===== src/hw/rtl/swmax_pkg.sv =====
// Shared types and constants for the sliding window maximum block.
// Used by swmax_cell and sliding_window_maximum_core; depends on nothing.
`timescale 1ns / 1ps
`default_nettype none

package swmax_pkg;

    localparam int WINDOW_MAX  = 1024;
    localparam int DATA_WIDTH  = 32;
    localparam int POS_WIDTH   = 32;
    localparam int WSIZE_WIDTH = 11;

    typedef logic [WSIZE_WIDTH-1:0] t_wsize;
    typedef logic [POS_WIDTH-1:0]   t_pos;
    typedef logic signed [DATA_WIDTH-1:0] t_data;

    typedef struct packed {
        logic  valid;
        t_data value;
        t_pos  pos;
    } t_entry;

    typedef struct packed {
        logic   act;
        logic   acc;
        logic   pop;
        logic   clr;
        t_data  sample;
        t_pos   pos;
        t_wsize wsize;
    } t_ctrl;

endpackage

`default_nettype wire


===== src/hw/rtl/swmax_cell.sv =====
// One cell of the candidate row: holds one deque entry and hands it to its neighbor.
// Depends on swmax_pkg.
`timescale 1ns / 1ps
`default_nettype none

module swmax_cell (
    input  wire                       i_clk,
    input  wire                       i_rst_n,
    input  swmax_pkg::t_ctrl          i_ctrl,
    input  swmax_pkg::t_entry         i_up,
    input  wire                       i_keep_below,
    output swmax_pkg::t_entry         o_ent,
    output logic                      o_keep,
    output logic                      o_expired,
    output swmax_pkg::t_data          o_next_value
);

    swmax_pkg::t_entry r_ent;
    swmax_pkg::t_entry n_ent;
    swmax_pkg::t_entry src;
    swmax_pkg::t_pos   age;
    logic              keep;
    logic              app;

    always_comb begin
        src = i_ctrl.pop ? i_up : r_ent;
        if (i_ctrl.clr) begin
            src.valid = 1'b0;
        end
        if (i_ctrl.acc) begin
            keep = src.valid && !($signed(src.value) < $signed(i_ctrl.sample));
        end else begin
            keep = src.valid;
        end
        app = i_ctrl.acc && !keep && i_keep_below;
        n_ent = r_ent;
        if (i_ctrl.act) begin
            n_ent = src;
            n_ent.valid = keep;
            if (app) begin
                n_ent.valid = 1'b1;
                n_ent.value = i_ctrl.sample;
                n_ent.pos   = i_ctrl.pos;
            end
        end
    end

    assign age          = i_ctrl.pos - r_ent.pos;
    assign o_expired    = r_ent.valid && (age >= swmax_pkg::POS_WIDTH'(i_ctrl.wsize));
    assign o_keep       = keep;
    assign o_ent        = r_ent;
    assign o_next_value = n_ent.value;

    always_ff @(posedge i_clk) begin
        r_ent.value <= n_ent.value;
        r_ent.pos   <= n_ent.pos;
        if (!i_rst_n) begin
            r_ent.valid <= 1'b0;
        end else begin
            r_ent.valid <= n_ent.valid;
        end
    end

endmodule

`default_nettype wire


===== config.mk =====
export PLATFORM = sky130hd
export DESIGN_NAME = swmax_cell
export DESIGN_NICKNAME = d
export VERILOG_FILES = /design/src/hw/rtl/swmax_pkg.sv /design/src/hw/rtl/swmax_cell.sv
export SDC_FILE = /design/constraint.sdc
export NUM_CORES = 1
export LEC_CHECK = 0
export BUFFER_PORTS_ARGS = -buffer_cell sky130_fd_sc_hd__buf_2
export CORE_AREA = 2 2 130 132
export DETAILED_ROUTE_END_ITERATION = 10
export DIE_AREA = 0 0 132 134
export GPL_ROUTABILITY_DRIVEN = 0
export GPL_TIMING_DRIVEN = 0
export PLACE_DENSITY = 0.73
export SYNTH_ARGS = -nofsm -noshare
export SYNTH_HDL_FRONTEND = slang
export SYNTH_SLANG_ARGS = --single-unit

===== constraint.sdc =====
create_clock -name i_clk -period 5.6 [get_ports i_clk]
set_clock_uncertainty 0.2 [all_clocks]
set_input_delay 0.56 -clock i_clk [delete_from_list [all_inputs] [get_ports i_clk]]
set_output_delay 0.56 -clock i_clk [all_outputs]
set_load 0.005 [all_outputs]

Word level (Yosys, flattened, before mapping)
Cells that the tools add are included.

Flip-flop bits (word level): 65. Latch bits: 0. Bits in writable memories: 0. Memory bits (read-only): 0. Input port bits: 147. Logic and storage cells: 19. Memories kept: 0.

Add/subtract/negate cells: 1. Multiply operators: 0. Div/mod/pow operators: 0. $lt $le $gt $ge: 2. Equality and inequality tests: 0. Shift operators: 0. Multiplexer cells: 5. Bitwise gates (word level): 0. Reduce and logical (&&, ||, !) cells: 8.

Operator list (count): two-way mux 65 bit (2); two-way mux 64 bit (1); >= comparator 32 x 11 -> 1 bit (1); < comparator 32 bit (1); subtractor 32 bit (1); logical AND 1 bit (4); zero test 1 bit (2); two-way mux 1 bit (2); AND reduction 2 bit (1); nonzero test 2 bit (1).

Logic depth before layout (Yosys ltp)
Gate-level depths: netlist of run 1.

Depth in word-level cells: 10. Gate-level depth with buffers: 19. Depth with buffers taken out: 19.

Least setup slack after synthesis of run 1
No wires, ideal clock.

Kind: input to output. Start point: input port i_ctrl[11] (netlist name). End point: output port o_expired. Arrival: 4.143 ns. Slack: 0.697 ns. Stages: 19. Buffers on the path: 0. Cell sequence: inv_1 > ha_1 > fa_1 > nand2b_1 > a21o_1 > nand2_1 > a21o_1 > a21oi_1 > o21bai_1 > a21oi_1 > xnor2_1 > ha_1 > a2111oi_2 > nand4_1 > or4_1 > nor4_1 > nand4_1 > nor4_1 > a41oi_1.

Cells in the longest elaborated chain, start to end: 3.

Ends and longest elaborated chain: start: declaration (line swmax_cell.sv:9) `input swmax_pkg::t_ctrl i_ctrl,`; subtractor 32 bit (line swmax_cell.sv:48) `assign age = i_ctrl.pos - r_ent.pos;`; >= comparator 32 x 11 -> 1 bit (line swmax_cell.sv:49) `assign o_expired = r_ent.valid && (age >= swmax_pkg::POS_WIDTH'(i_ctrl.wsize));`; logical AND 1 bit (line swmax_cell.sv:49); end: declaration (line swmax_cell.sv:14) `output logic o_expired,`.

Every way passes these cells.

Worst setup path after layout of run 1
Start point: register r_ent (netlist bit o_ent[0]). End point: output port o_expired.

Cells in the longest elaborated chain, start to end: 3.

Ends and longest elaborated chain: start: declaration (line swmax_cell.sv:18) `swmax_pkg::t_entry r_ent;`; subtractor 32 bit (line swmax_cell.sv:48); >= comparator 32 x 11 -> 1 bit (line swmax_cell.sv:49); logical AND 1 bit (line swmax_cell.sv:49).

Every way passes these cells.

==> flow_metrics.env, run 1 <==
export IMPL_synth_most_common_cell="nand2_1"
export IMPL_syn_to_final_growth_pct=29.99
export IMPL_grt_pass1_wl_um=33550
export IMPL_grtUsageMet1_pct=28.73
export IMPL_track_usage_pct=23.54
export IMPL_path_cells="ha_2, fa_2, nand2b_4, a21o_1, nand2_2, a21o_1, a21oi_2, o21bai_1, a21oi_1, xnor2_1, ha_1, a2111oi_4, nand4_1, or4_4, nor4_4, nand4_1, nor4_2, a41oi_2, buf_2"
export IMPL_grt_max_degree=42
export IMPL_cts_tree="built"
export IMPL_num_rows=47
export IMPL_slowest_delay_ns=0.55
export IMPL_remaining_drc_errors=0
export IMPL_clkLatencyLatePin_ns=0.34
export IMPL_relSlewSlack_pct=57.74
export IMPL_clock_fmax_mhz=182.0
export IMPL_cts_sinks=65
export IMPL_cts_root_buf="clkbuf_16"
export IMPL_synth_top_area_share_pct=15.03
export IMPL_instances_no_fill=1264
export IMPL_path_clk_slew_ns=0.06
export IMPL_synth_common_cells="97 x nand2_1, 88 x inv_1, 73 x ha_1, 50 x a21oi_1, 37 x nand3_1"
export IMPL_final_hold_viol_count=0
export IMPL_final_cell_area_um2=8313
export IMPL_syn_inst=783
export IMPL_end_kind="output port"
export IMPL_synth_area_per_cell_um2=8.167
export IMPL_core_area_um2=16290
export IMPL_cp_start_kind="flip-flop"
export IMPL_p_int_uw=1414
export IMPL_power_density_nw_per_um2=269.0
export IMPL_ys_ff_latch=65
export IMPL_ys_types=72
export IMPL_busiest_layer="met2"
export IMPL_switching_share_pct=36.75
export IMPL_placed_cell_area_um2=7891
export IMPL_avgViaCountPerCell=5.476
export IMPL_dieWidth_um=132
export IMPL_grt_antenna_before_repair=1
export IMPL_worstPathBufferInverterCount=1
export IMPL_syn_nets=1004
export IMPL_p_leak_uw=0.004075
export IMPL_arrival_ns=4.73
export IMPL_yosysSeqAreaShare_pct=25.36
export IMPL_largest_reg_flops=65
export IMPL_yosysTopAreaCell="edfxtp_1"
export IMPL_syn_area_um2=6395
export IMPL_ios=246
export IMPL_die_h_um=134
export IMPL_finalSetupTns_ns=0
export IMPL_p_comb_share_pct=44.0
export IMPL_dpl_hpwl_um=16970
export IMPL_synth_edf_count=32
export IMPL_worstSetupPathType="reg2out"
export IMPL_finalPower_uw=2236
export IMPL_fin_crit_sh_pct=98.12
export IMPL_hold_path_class="in2reg"
export IMPL_gr_usage_met2_pct=39.79
export IMPL_slowest_stage="or4_4"
export IMPL_routed_wl_um=21200
export IMPL_htreeDepth=3
export IMPL_antenna_cells_inserted=0
export IMPL_wl_per_cell_um=16.78
export IMPL_synthFlopType="dfxtp_1"
export IMPL_vias=6922
export IMPL_overflow=0
export IMPL_fin_crit_ns=5.495
export IMPL_drive_above_1_share_pct=31.70
export IMPL_maxCapViolations=0
export IMPL_io_buffers=244
export IMPL_drv_slew=0
export IMPL_rsz0062_at_grt="true"
export IMPL_cpLargestDelayFamily="simple AND/OR/NAND/NOR gates"
export IMPL_drtIter0Drc=423
export IMPL_initial_core_util_pct=39.26
export IMPL_clk_path_buf_depth=2
export IMPL_seqPwrFrac_pct=28.3
export IMPL_yosys_top_cells_area="edfxtp_1 15%, ha_1 14%, dfxtp_1 10%"
export IMPL_status="finished, final reports clean"
export IMPL_tightest_slew_ns=0.6286
export IMPL_cts_buffers=9
export IMPL_p_clk_share_pct=27.7
export IMPL_power_switching_uw=821.9
export IMPL_grt_pass1_vias=6833
export IMPL_setup_viol_count_final=0
export IMPL_nets=1260
export IMPL_async_flop_share_pct=0
export IMPL_nFillCells=1626
export IMPL_drtPass1Iterations=5
export IMPL_fin_util_pct=51.03
export IMPL_worstPathMaxFanout=2
export IMPL_cp_required_ns=4.84
export IMPL_die_area_um2=17690
export IMPL_met3_usage_pct=4.800
export IMPL_ir_worst_vdd_mv=0.1721
export IMPL_drtAntennaViolNets=0
export IMPL_place_inst=1247
export IMPL_yosysWarnings=0
## cell families after synthesis
kind of cell / count (synthesis) / synth area share [%]
and+or+nand+nor: 227 / 17.14
adders and majority gates: 74 / 14.60
AOI/OAI and AO/OA: 249 / 27.88
DFF: 65 / 25.36
muxes: 34 / 5.948
buffers and inverters: 123 / 7.572
xor gates and xnor gates: 11 / 1.507
## area by class of cell
| class | instances | area, um^2 | share of cell area [%] |
|---|---|---|---|
| tap | 220 | 275.3 | 3.311 |
| buffer | 35 | 167.7 | 2.017 |
| clock buffer | 12 | 300.3 | 3.612 |
| timing repair buffer | 245 | 1229 | 14.78 |
| sequential | 65 | 1622 | 19.51 |
| clock inverter | 4 | 26.28 | 0.3161 |
| inverter | 88 | 330.3 | 3.974 |
| multi-input combinational | 595 | 4363 | 52.48 |
## metal layers
metal  wire length [um]  share of wire, %  vias to the layer above
met5                 16             0.075                        -
li1                   -                 -                     3433
met4                772               3.6                        2
met2               9942                47                      309
met1               8675                41                     3133
met3               1797               8.5                       45
## timing repair
action | CTS | global route
hold buffers | 0 | 0
pin swaps | 2 | 10
buffers inserted | 0 | 1
endpoints found under the setup margin | 30 | 21
gates resized for setup | 10 | 11
## cells in the final DEF (no fill, tap or decap), types with 12 or more instances in the layout
cell type,instances
a21o_1,20
a21oi_1,49
a2bb2oi_1,31
buf_2,255
clkbuf_1,17
clkbuf_16,12
dfxtp_1,33
edfxtp_1,32
ha_1,72
inv_1,88
mux2_2,32
nand2_1,96
nand3_1,37
nor2_1,21
o211ai_1,14
o21a_1,12
o21ai_0,21
o22ai_1,33
## per-stage QoR
stage	setup slack, ns	hold WS, ns
after CTS	0.005664	0.2461
after global routing	-0.1130	0.2562
after floorplan	0.6973	0.3279
after detailed placement	-0.7506	0.3023
after global placement	-0.7462	0.3036
final	0.1055	0.2573
## power groups by stage
stage / Combinational, uW / Sequential, uW / Clock, uW
3_3_place_gp: 943 / 639 / 0
3_5_place_dp: 956 / 642 / 0
4_1_cts: 966 / 632 / 633
2_1_floorplan: 612 / 640 / 0
6_report: 983 / 633 / 620
5_1_grt: 1090 / 642 / 648
## final timing paths
path	from	endpoint	slack, ns	cells past startpoint
worst min-delay path	i_rst_n	o_ent[64]	0.26	2
worst max-delay path	o_ent[0]	o_expired	0.11	19
worst min register to register	o_ent[44]	o_ent[44]	0.31	1
worst max register to register	o_ent[53]	o_ent[30]	1.90	11
No activity file was read; power rests on OpenSTA's default activity.
==> inputs of run 2 (changes only) <==
PLACE_DENSITY = 0.67   (was 0.73)
RECOVER_POWER = 25   (was not set)
==> flow_metrics.env, run 2 (synthesis gave the netlist of run 1 again) <==
export IMPL_status="finished, final reports clean"
export IMPL_p_comb_share_pct=44.1
export IMPL_whs_ns=0.2547
export IMPL_worstSetupPathType="reg2out"
export IMPL_ios=246
export IMPL_drtIter0Drc=518
export IMPL_timing_rr_end="o_ent[30]"
export IMPL_initial_core_util_pct=39.26
export IMPL_cts_tree="built"
export IMPL_cts_root_buf="clkbuf_16"
export IMPL_clkLatencyLatePin_ns=0.34
export IMPL_largest_reg_flops=65
export IMPL_clk_path_buf_depth=2
export IMPL_hold_path_class="in2reg"
export IMPL_die_area_um2=17690
export IMPL_p_clk_share_pct=27.1
export IMPL_final_hold_viol_count=0
export IMPL_cp_required_ns=4.84
export IMPL_cts_buffers=9
export IMPL_cts_sinks=65
export IMPL_whs_endpoint="o_ent[64]"
export IMPL_drv_slew=0
export IMPL_dpl_hpwl_um=17050
export IMPL_relSlewSlack_pct=53.86
export IMPL_power_density_nw_per_um2=266.3
export IMPL_grt_antenna_before_repair=2
export IMPL_drive_above_1_share_pct=28.86
export IMPL_reg2reg_slack_ns=1.98
export IMPL_avgViaCountPerCell=5.482
export IMPL_maxCapViolations=0
export IMPL_core_area_um2=16290
export IMPL_layout_common_cells="231 x buf_2, 97 x nand2_1, 88 x inv_1, 73 x ha_1, 50 x a21oi_1"
export IMPL_dieWidth_um=132
export IMPL_clock_fmax_mhz=182.7
export IMPL_io_buffers=244
export IMPL_htreeDepth=3
export IMPL_nets=1259
export IMPL_rsz0062_at_grt="true"
export IMPL_drtAntennaViolNets=0
export IMPL_ir_worst_vdd_mv=0.1656
export IMPL_fin_crit_sh_pct=97.73
export IMPL_tightest_slew_ns=0.6832
export IMPL_power_switching_uw=817.4
export IMPL_vias=6935
export IMPL_syn_to_final_growth_pct=28.80
export IMPL_overflow=0
export IMPL_worst_hold_path_num_cells=2
export IMPL_fin_crit_ns=5.473
export IMPL_remaining_drc_errors=0
export IMPL_place_ws_ns=-0.7266
export IMPL_worst_slack_ns=0.1273
export IMPL_arrival_ns=4.71
export IMPL_p_leak_uw=0.004002
export IMPL_grt_max_degree=42
export IMPL_wl_per_cell_um=16.85
export IMPL_reg2regPathDepth=11
export IMPL_track_usage_pct=23.77
export IMPL_path_clk_slew_ns=0.06
export IMPL_seqPwrFrac_pct=28.8
export IMPL_final_common_cell="buf_2"
export IMPL_grt_pass1_vias=6640
export IMPL_rr_startpoint="o_ent[49]"
export IMPL_p_int_uw=1376
export IMPL_routed_wl_um=21320
export IMPL_grt_pass1_wl_um=33520
export IMPL_drtPass1Iterations=6
export IMPL_switching_share_pct=37.27
export IMPL_worstPathMaxFanout=3
export IMPL_min_from="i_rst_n"
export IMPL_die_h_um=134
export IMPL_end_kind="output port"
export IMPL_setup_viol_count_final=0
export IMPL_cp_start_kind="flip-flop"
export IMPL_num_rows=47
## run 2: metrics by stage
stage	TNS (ns)	std cells	instance area, um^2	total power [uW]	utilization (%)
detailed placement	-14.42	1247	7891	1598	48.44
global placement	-13.63	1247	7891	1588	48.44
global route	-0.1277	1265	8237	2338	50.56
floorplan	0	783	6395	1253	-
CTS	0	1263	8224	2203	50.49
finish	0	1265	8237	2193	50.56
## run 2: area by class of cell
| class | instances | area (um^2) |
|---|---|---|
| fillers | 1662 | 8053 |
| multi-input cells | 595 | 4328 |
| flip-flops and latches | 65 | 1622 |
| repair buffers | 244 | 1192 |
| inverters | 88 | 330.3 |
| clock buffers | 11 | 275.3 |
| well taps | 220 | 275.3 |
| plain buffers | 35 | 175.2 |
| clock inverters | 5 | 33.78 |
| diodes | 2 | 5.005 |
## run 2: power by group through the flow
stage / combinational, uW / sequential, uW / clock, uW
2_1_floorplan: 612 / 640 / 0
3_3_place_gp: 947 / 641 / 0
3_5_place_dp: 957 / 641 / 0
4_1_cts: 966 / 632 / 605
5_1_grt: 1080 / 642 / 620
6_report: 967 / 633 / 594
## run 2: layer usage
| metal | global-route usage [%] | part of all wire (%) | vias to the layer above | routed length, um |
|---|---|---|---|---|
| met5 | 0 | 0 | - | 0 |
| met4 | 9.300 | 2.6 | 0 | 557 |
| met3 | 5.782 | 7.9 | 38 | 1684 |
| met2 | 41.20 | 47 | 280 | 10110 |
| met1 | 28.42 | 42 | 3183 | 8971 |
| li1 | - | - | 3434 | - |
## run 2: timing repair
item | in CTS | in global routing
buffers inserted | 0 | 0
endpoints found under the setup margin | 31 | 18
hold buffers | 0 | 0
pin swaps | 1 | 7
gates resized for setup | 8 | 10
## run 2: worst max path at each step
stage / to / cells past startpoint / startpoint / slack (ns)
2_1_floorplan: o_expired / 19 / i_ctrl[11] / 0.70
3_3_place_gp: o_next_value[26] / 15 / i_ctrl[76] / -0.71
3_5_place_dp: o_next_value[24] / 15 / i_ctrl[76] / -0.73
4_1_cts: o_expired / 19 / o_ent[0] / 0.03
5_1_grt: o_expired / 19 / o_ent[0] / -0.13
6_report: o_expired / 19 / o_ent[0] / 0.13
## run 2: critical path: stages, from the launching register on
cell	delay, ns
edfxtp_1	0.38
ha_1	0.22
fa_2	0.35
nand2b_1	0.17
a21o_1	0.19
nand2_1	0.10
a21o_1	0.13
a21oi_1	0.08
o21bai_1	0.14
a21oi_1	0.09
xnor2_1	0.19
ha_1	0.30
a2111oi_4	0.30
nand4_1	0.11
or4_1	0.54
nor4_2	0.20
nand4_1	0.15
nor4_2	0.37
a41oi_2	0.17
buf_2	0.16
